File: config.mk
export PLATFORM = sky130hd
export DESIGN_NAME = occupancy_odds_fusion
export DESIGN_NICKNAME = d
export VERILOG_FILES = /design/src/hdl/oof_pkg.sv /design/src/hdl/occupancy_odds_fusion.sv
export SDC_FILE = /design/constraint.sdc
export NUM_CORES = 2
export LEC_CHECK = 0
export BUFFER_PORTS_ARGS = -buffer_cell sky130_fd_sc_hd__buf_2
export CAP_MARGIN = 15
export CORE_ASPECT_RATIO = 0.9
export CORE_MARGIN = 2
export CORE_UTILIZATION = 60
export DETAILED_ROUTE_END_ITERATION = 8
export GPL_TIMING_DRIVEN = 0
export PLACE_DENSITY = 0.76
export SLEW_MARGIN = 15
export SYNTH_ARGS = -nofsm -noshare
export SYNTH_HDL_FRONTEND = slang
export SYNTH_SLANG_ARGS = --single-unit
File: constraint.sdc
create_clock -name clk -period 22 [get_ports clk]
set_clock_uncertainty 0.2 [all_clocks]
set_input_delay 1.1 -clock clk [delete_from_list [all_inputs] [get_ports clk]]
set_output_delay 1.1 -clock clk [all_outputs]
set_load 0.02 [all_outputs]
File: src/hdl/oof_pkg.sv
// shared constants for the occupancy odds fusion block
// no dependencies
package oof_pkg;

  localparam int MAX_MAPS = 8;
  localparam int ODDS_W   = 54;
  localparam int CNT_W    = 4;
  localparam int PCT_W    = 8;
  localparam int MULB_W   = 8;
  localparam int SUM_W    = ODDS_W + 1;
  localparam int QUOT_W   = 7;
  localparam int REM_W    = ODDS_W + 9;
  localparam int DSR_W    = SUM_W + QUOT_W;
  localparam int STEP_W   = 3;

  localparam logic [PCT_W-1:0]  PCT_UNKNOWN = 8'hFF;
  localparam logic [PCT_W-1:0]  PCT_FULL    = 8'd100;
  localparam logic [PCT_W-1:0]  PCT_MAX_USE = 8'd99;
  localparam logic [MULB_W-1:0] ROUND_SCALE = 8'd200;
  localparam logic [ODDS_W-1:0] ODDS_ONE    = {{(ODDS_W-1){1'b0}}, 1'b1};

endpackage

File: src/hdl/occupancy_odds_fusion.sv
// occupancy odds fusion top level: product of odds and rounding divider
// depends on oof_pkg
//
// Takes one occupancy value per map for a grid cell, the last one marked, and
// returns round(100*num/(num+den)) or -1 when the odds product is one. A value
// that is skipped (unknown, 100, out of range or beyond MAX_MAPS) leaves the
// odds alone. A usable value passes ST_MUL_NUM and ST_MUL_DEN: the numerator
// and denominator updates run one after the other through a single shared
// 54x8 multiplier. The marked value then passes setup in ST_PREP (the same
// multiplier forms 200*num) and ST_ADD, restoring division in ST_DIV with one
// shared 63-bit compare and subtract, one bit per cycle, and ST_DONE to load
// the output register; when num equals den the division is bypassed. in_ready
// is high only while no value is being worked on. The result waits in an
// output register, so a new cell may start while the previous result is held.
module occupancy_odds_fusion (
  input  logic                           clk,
  input  logic                           rst_n,
  input  logic                           in_valid,
  output logic                           in_ready,
  input  logic signed [oof_pkg::PCT_W-1:0] in_cell_value,
  input  logic                           in_last_map,
  output logic                           out_valid,
  input  logic                           out_ready,
  output logic signed [oof_pkg::PCT_W-1:0] out_fused_value,
  output logic                           out_too_many
);

  typedef enum logic [2:0] {
    ST_IDLE,
    ST_MUL_NUM,
    ST_MUL_DEN,
    ST_PREP,
    ST_ADD,
    ST_DIV,
    ST_DONE
  } state_t;

  state_t                          state_r;
  logic [oof_pkg::ODDS_W-1:0]      num_r;
  logic [oof_pkg::ODDS_W-1:0]      den_r;
  logic [oof_pkg::CNT_W-1:0]       cnt_r;
  logic                            ovf_r;
  logic [oof_pkg::PCT_W-2:0]       c_r;
  logic                            last_r;
  logic                            eq_r;
  logic [oof_pkg::SUM_W-1:0]       sum_r;
  logic [oof_pkg::REM_W-1:0]       rem_r;
  logic [oof_pkg::DSR_W-1:0]       dsr_r;
  logic [oof_pkg::QUOT_W-1:0]      quot_r;
  logic [oof_pkg::STEP_W-1:0]      step_r;
  logic                            out_valid_r;
  logic [oof_pkg::PCT_W-1:0]       out_fused_r;
  logic                            out_too_many_r;

  logic                            in_acc;
  logic                            usable;
  logic                            room;
  logic [oof_pkg::ODDS_W-1:0]      mul_a;
  logic [oof_pkg::MULB_W-1:0]      mul_b;
  logic [oof_pkg::ODDS_W+oof_pkg::MULB_W-1:0] mul_p;
  logic [oof_pkg::REM_W:0]         sub_d;
  logic                            sub_ok;
  logic                            load_out;
  logic [oof_pkg::PCT_W-1:0]       fused;

  assign in_ready = (state_r == ST_IDLE);
  assign in_acc   = in_valid && in_ready;
  assign usable   = !in_cell_value[oof_pkg::PCT_W-1] &&
                    ($unsigned(in_cell_value) <= oof_pkg::PCT_MAX_USE);
  assign room     = (cnt_r < oof_pkg::CNT_W'(oof_pkg::MAX_MAPS));

  // shared multiplier: numerator, denominator, then 200*num for rounding
  always_comb begin
    mul_a = num_r;
    mul_b = {1'b0, c_r};
    case (state_r)
      ST_MUL_NUM: begin
        mul_a = num_r;
        mul_b = {1'b0, c_r};
      end
      ST_MUL_DEN: begin
        mul_a = den_r;
        mul_b = oof_pkg::PCT_FULL - {1'b0, c_r};
      end
      ST_PREP: begin
        mul_a = num_r;
        mul_b = oof_pkg::ROUND_SCALE;
      end
      default: begin
        mul_a = num_r;
        mul_b = {1'b0, c_r};
      end
    endcase
  end
  assign mul_p = mul_a * mul_b;

  // shared compare and subtract of the restoring divider
  assign sub_d  = {1'b0, rem_r} - {{(oof_pkg::REM_W+1-oof_pkg::DSR_W){1'b0}}, dsr_r};
  assign sub_ok = !sub_d[oof_pkg::REM_W];

  assign load_out = (state_r == ST_DONE) && (!out_valid_r || out_ready);
  always_comb begin
    if (eq_r) begin
      fused = oof_pkg::PCT_UNKNOWN;
    end else if ({1'b0, quot_r} > oof_pkg::PCT_FULL) begin
      fused = oof_pkg::PCT_FULL;
    end else begin
      fused = {1'b0, quot_r};
    end
  end

  always_ff @(posedge clk) begin
    if (!rst_n) begin
      state_r     <= ST_IDLE;
      num_r       <= oof_pkg::ODDS_ONE;
      den_r       <= oof_pkg::ODDS_ONE;
      cnt_r       <= '0;
      ovf_r       <= 1'b0;
      out_valid_r <= 1'b0;
    end else begin
      if (load_out) begin
        out_valid_r <= 1'b1;
      end else if (out_ready) begin
        out_valid_r <= 1'b0;
      end
      case (state_r)
        ST_IDLE: begin
          if (in_acc) begin
            c_r    <= in_cell_value[oof_pkg::PCT_W-2:0];
            last_r <= in_last_map;
            if (usable && room) begin
              cnt_r   <= cnt_r + 1'b1;
              state_r <= ST_MUL_NUM;
            end else begin
              if (usable) begin
                ovf_r <= 1'b1;
              end
              if (in_last_map) begin
                state_r <= ST_PREP;
              end
            end
          end
        end
        ST_MUL_NUM: begin
          num_r   <= mul_p[oof_pkg::ODDS_W-1:0];
          state_r <= ST_MUL_DEN;
        end
        ST_MUL_DEN: begin
          den_r   <= mul_p[oof_pkg::ODDS_W-1:0];
          state_r <= last_r ? ST_PREP : ST_IDLE;
        end
        ST_PREP: begin
          eq_r   <= (num_r == den_r);
          rem_r  <= oof_pkg::REM_W'(mul_p);
          sum_r  <= {1'b0, num_r} + {1'b0, den_r};
          quot_r <= '0;
          state_r <= (num_r == den_r) ? ST_DONE : ST_ADD;
        end
        ST_ADD: begin
          // dividend 200*num + sum, divisor 2*sum aligned to the top quotient bit
          rem_r   <= rem_r + oof_pkg::REM_W'(sum_r);
          dsr_r   <= {sum_r, {oof_pkg::QUOT_W{1'b0}}};
          step_r  <= oof_pkg::STEP_W'(oof_pkg::QUOT_W - 1);
          state_r <= ST_DIV;
        end
        ST_DIV: begin
          if (sub_ok) begin
            rem_r <= sub_d[oof_pkg::REM_W-1:0];
          end
          quot_r <= {quot_r[oof_pkg::QUOT_W-2:0], sub_ok};
          dsr_r  <= dsr_r >> 1;
          step_r <= step_r - 1'b1;
          if (step_r == '0) begin
            state_r <= ST_DONE;
          end
        end
        ST_DONE: begin
          if (load_out) begin
            out_fused_r    <= fused;
            out_too_many_r <= ovf_r;
            num_r          <= oof_pkg::ODDS_ONE;
            den_r          <= oof_pkg::ODDS_ONE;
            cnt_r          <= '0;
            ovf_r          <= 1'b0;
            state_r        <= ST_IDLE;
          end
        end
        default: begin
          state_r <= ST_IDLE;
        end
      endcase
    end
  end

  assign out_valid       = out_valid_r;
  assign out_fused_value = $signed(out_fused_r);
  assign out_too_many    = out_too_many_r;

  a_cnt_bound: assert property (@(posedge clk) disable iff (!rst_n)
    cnt_r <= oof_pkg::CNT_W'(oof_pkg::MAX_MAPS))
    else $error("usable count above limit");

  a_quot_range: assert property (@(posedge clk) disable iff (!rst_n)
    (state_r == ST_DIV && step_r == '0) |=> (quot_r <= oof_pkg::QUOT_W'(100)))
    else $error("quotient beyond 100");

  a_clear_after_load: assert property (@(posedge clk) disable iff (!rst_n)
    load_out |=> (num_r == oof_pkg::ODDS_ONE && den_r == oof_pkg::ODDS_ONE &&
                  cnt_r == '0 && !ovf_r))
    else $error("cell state not cleared after result");

  a_out_range: assert property (@(posedge clk) disable iff (!rst_n)
    out_valid_r |-> (out_fused_r == oof_pkg::PCT_UNKNOWN ||
                     out_fused_r <= oof_pkg::PCT_FULL))
    else $error("fused value out of range");

  a_unknown_only_on_tie: assert property (@(posedge clk) disable iff (!rst_n)
    (load_out && fused == oof_pkg::PCT_UNKNOWN) |-> (num_r == den_r))
    else $error("unknown result without equal odds");

endmodule
== Yosys cells after proc, flatten, opt, wreduce, memory -nomap -nowiden ==
Cells that the tools add are included.
Storage, ports and cells
  word-level logic and storage cells: 101
  bits in registers: 325
  output and inout port bits: 11
  input port bits: 13
Cells by class
  reduce and logical (&&, ||, !) cells: 29
  $lt $le $gt $ge: 3
  multiply operators: 1
  multiplexer cells: 30
  $add $sub $neg: 6
  equality and inequality tests: 15
Operators with widths (count)
  $pmux 54 s2: 2
  $pmux 63 s3: 1
  $pmux 62 s2: 1
  $mux 54: 2
  $sub 63x62->64: 1
  $add 63x55->63: 1
  $mux 63: 1
  $mul 54x8->62: 1
  $add 54x54->55: 1
  $eq 54x54->1: 1
  $pmux 3 s7: 1
  $pmux 8 s2: 1
  $mux 3: 5
  $pmux 7 s2: 1
  $mux 4: 3
  $reduce_bool 2->1: 6
  $reduce_and 2->1: 5
  $eq 3x3->1 const B: 3
  $reduce_and 3->1: 3
  $le 8x7->1 const B: 1
  $ne 2x2->1 const B: 4
  $pmux 4 s2: 1
  $reduce_and 4->1: 2
  $sub 7x7->8 const A: 1
  other kinds (20): 35

== Depth between registers and ports, before layout ==
  word-level depth: 6
  mapped depth: 31
  mapped depth without buffers: 29

== Least setup slack after synthesis ==
No wires, ideal clock.
  path kind: register to register
  start point: reg state_r[1]
  end point: reg rem_r[54] (netlist name), data pin
  setup time: 260 ps
  stages on the path, launching flop included: 27
  setup slack: 14741 ps
  path buffers: 4
  required time: 21540 ps
  arrival time: 6800 ps
  clock period less this slack: 7259 ps
  cell sequence: dfxtp_1 > nor2b_1 > clkbuf_1 > nand2b_1 > clkbuf_1 > buf_1 > mux2i_1 > nor2_1 > fa_1 > fa_1 > fa_1 > inv_1 > fa_1 > inv_1 > ha_1 > clkbuf_1 > and4_1 > and2_1 > a22oi_1 > nor4b_1 > a2111oi_0 > nor2_1 > o22ai_1 > o221ai_1 > o21bai_1 > xor2_1 > mux2_2
Between the ends
  word-level cells in the longest chain between the ends: 4
  elaborated cells on any way between the ends: 8
  classes of those cells: 1 x mul; 4 x eq/ne; 3 x mux
RTL lines
  from (decl): RTL line occupancy_odds_fusion.sv:38  | state_t state_r;
  from (signal assigned): RTL line occupancy_odds_fusion.sv:150  | state_r <= last_r ? ST_PREP : ST_IDLE;
  from (signal assigned): RTL line occupancy_odds_fusion.sv:157  | state_r <= (num_r == den_r) ? ST_DONE : ST_ADD;
  $eq 3x2->1, on equally long branches: RTL line occupancy_odds_fusion.sv:76, occupancy_odds_fusion.sv:126
  $pmux 8 s2 / $mux 54 (equally long branches): RTL line occupancy_odds_fusion.sv:76  | case (state_r)
  $mul 54x8->62: RTL line occupancy_odds_fusion.sv:95  | assign mul_p = mul_a * mul_b;
  $pmux 63 s3 *: RTL line occupancy_odds_fusion.sv:126  | case (state_r)
  to (signal assigned): RTL line occupancy_odds_fusion.sv:154  | rem_r <= oof_pkg::REM_W'(mul_p);
  to (signal assigned): RTL line occupancy_odds_fusion.sv:161  | rem_r <= rem_r + oof_pkg::REM_W'(sum_r);
  to (signal assigned): RTL line occupancy_odds_fusion.sv:168  | rem_r <= sub_d[oof_pkg::REM_W-1:0];
  to (decl): RTL line occupancy_odds_fusion.sv:47  | logic [oof_pkg::REM_W-1:0] rem_r;
Mark *: on every way between the ends. The rest lies on a longest branch, timed or not.
A chain may end at the register's enable or synchronous reset.

== Worst setup path after layout ==
  start point: reg state_r[2]
  end point: reg rem_r[54] (netlist name), data pin
Same word-level chain as after synthesis.

==> flow_summary.yaml <==
floorplanning:
  die_area_sq_mm: 0.0629
  initial_core_util_pct: 60.9
  rows: 85
  die_w_um: 264
  die_y_um: 238
  ios: 24
  coreArea_sq_mm: 0.0600
min_path:
  hp-class: "reg2reg"
  hold_depth: 0
  holdPathEnd: "out_too_many"
  hp-start: "ovf_r"
critical_path:
  critPathRequiredTime_ns: 22.13
  worstReg2RegStart: "state_r[2]"
  endpoint_kind: "register"
  startpoint_type: "register"
  worstPathArrival_ns: 10.07
  regToRegEndpoint: "rem_r[54]"
  reg2reg_depth: 25
  critPathLaunch: "state_r[2]"
  crit_type: "reg2reg"
  cp_max_fo: 10
  ff2ff_setup_slack_ns: 12.05
global_routing:
  antenna_found_initial: 1
  overflow: 0
  grt_pass1_vias: 31500
  grt_usage_pct: 38.4
  grt_max_degree: 33
  grt_pass1_wl_um: 185000
logic_synthesis:
  ys_types: 83
  yosysSeqAreaShare_pct: 23.5
  synth_edf_count: 208
  synth_ff_type: "edfxtp_1"
  synth_top_area_share_pct: 17.3
  synthesis.area_sq_mm: 0.0366
  yosysWarningCount: 0
  yosys.area.top_type: "fa_1"
  synthesis.nets: 5010
  synth.avg_cell_area_sq_um: 8.26
  syn_inst: 4425
  async_reset_ff_share_pct: 0
  synth.area.top_cells: "fa_1, edfxtp_1, ha_1, dfxtp_1, nor2_1"
  ys_ff_latch: 325
placement:
  numPortBuffers: 22
  dpl.hpwl_um: 98200
  gp_congestion: 1.01
cts:
  post_cts_resized: 0
  clkTransAtPathRegs_ns: 0.06
  cts-hold-fix-buffers: 0
  cts_buffer_depth: 3
  htreeDepth: 2
  cts_setup_buffers: 0
  numCtsBuffers: 38
  clock_sinks: 325
  tritoncts: "yes"
  cts_root_buf: "clkbuf_16"
  clk-insertion-delay-late_ns: 0.57
status:
  status: "finished clean"
route:
  routedWlPerCell_um: 22.8
  viasPerCell: 6.28
  drtIter0Drc: 4105
  routed_wl_um: 121000
  drc_errors: 0
  route.vias.total: 33300
  first_pass_iters: 8
  ant_nets: 0
final_layout:
  drive_gt1_share_pct: 3.21
  n_fill_cell: 5279
  final_common_cell: "nor2_1"
  area_delta_synth_final_pct: 7.11
  nets: 5079
  layout_common_cells: "nor2_1, inv_1, nand2_1"
  final_util_pct: 65.3
timing:
  period_minus_slack_ns: 9.95
  slew_headroom_pct: 15.8
  slew_violations: 0
  period_share_pct: 45.2
  rsz0062_at_grt: "no"
  setup_violations: 0
  fmax_mhz: 101
  hold_viol: 0
  final.setup.tns_ns: 0
  worstMarginPinSlew_ns: 1.26
power_and_ir_drop:
  irDropWorstVdd_v: 0.0000596
  p_leak_uw: 0.0179
  power.density_mw_per_mm2: 58.0
  total_power_uw: 2270
run:
  maxCapViolations: 0
-- registers in the layout (all words and copies together) (netlist names) --
signal,cells
step_r,3
ovf_r,1
last_r,1
state_r,3
den_r,54
out_valid,1
out_too_many,1
dsr_r,62
num_r,54
cnt_r,4
c_r,7
eq_r,1
sum_r,55
quot_r,7
out_fused_value,8
rem_r,63
-- report_power, final --
part           total (uW)  leakage [uW]  switching (uW)  internal [uW]
clock                 671      0.000627             279            392
sequential            717       0.00285            25.8            692
combinational         883        0.0144             616            266
-- cells in the mapped netlist, drive strengths merged, types with 10 or more instances --
master,instances
a211oi,38
a21boi,11
a21o,144
a21oi,364
a221oi,11
a22oi,25
a31oi,47
and2,18
and3,35
and4,15
buf,27
clkbuf,183
dfxtp,117
edfxtp,208
fa,315
ha,257
inv,493
mux2i,58
nand2,464
nand2b,67
nand3,126
nand4,51
nor2,541
nor2b,26
nor3,50
nor4,22
o211ai,18
o21a,31
o21ai,233
o21bai,48
o22ai,10
o31ai,16
or2,19
or3,17
xnor2,136
xor2,75
-- worst max-delay path: stages, from the launching register on --
cell       delay [ns]
dfxtp_1          0.43
nor2b_1          0.08
clkbuf_1         0.28
nand2b_1         0.15
clkbuf_1         0.57
buf_1            0.89
mux2i_1          0.83
nor2_1           0.14
fa_1             0.54
fa_1             0.53
fa_1             0.55
inv_1            0.05
fa_1             0.52
inv_1            0.04
ha_1             0.41
a21oi_1          0.12
o21ai_0          0.49
a22oi_1          0.20
nor4b_1          0.22
a2111oi_0        0.68
nor2_1           0.27
o22ai_1          0.33
o221ai_1         0.38
o21bai_1         0.31
xor2_1           0.17
mux2_2           0.30
-- per-layer routing --
| metal | vias up | share of wire [%] | GRT usage, % |
|---|---|---|---|
| met4 | 0 | 4.5 | 15.3 |
| li1 | 15200 | - | - |
| met3 | 275 | 11 | 5.56 |
| met2 | 1948 | 42 | 56.9 |
| met1 | 15900 | 43 | 56.7 |
| met5 | - | 0 | 0 |
-- how the worst max path moves through the flow --
stage           endpoint  slack [ns]
6_report       rem_r[54]       12.05
5_1_grt        rem_r[58]       11.81
4_1_cts        rem_r[58]       12.40
3_5_place_dp   rem_r[58]       12.45
3_3_place_gp    rem_r[7]       12.32
2_1_floorplan  rem_r[54]       14.74
-- through the flow --
stage | setup slack (ns) | instances | hold slack, ns | cell area (sq um)
CTS | 12.40 | 5304 | 0.264 | 39100
finish | 12.05 | 5306 | 0.278 | 39200
floorplan | 14.74 | 4425 | 0.209 | 36600
global route | 11.81 | 5305 | 0.303 | 39100
detailed placement | 12.45 | 5236 | 0.251 | 37800
global placement | 12.32 | 5230 | 0.253 | 37600
-- cells by family after synthesis --
logic type	synth area share [%]
xor gates and xnor gates	5.06
buffers and inverters	7.25
AOI/OAI and AO/OA	18.6
and+or+nand+nor	18.0
DFF	23.5
adders and majority gates	26.1
muxes	1.62
-- layout make-up --
cell class	count	area, sq um	share of cell area [%]
Multi-Input combinational cell	3396	25400	64.8
Antenna cell	1	2.50	0.00639
Tap cell	783	980	2.50
Sequential cell	325	8590	21.9
Clock inverter	23	282	0.719
Clock buffer	45	1010	2.59
Timing Repair Buffer	29	268	0.684
Buffer	210	795	2.03
Inverter	494	1850	4.74
Power figures use the tool's default switching activity.
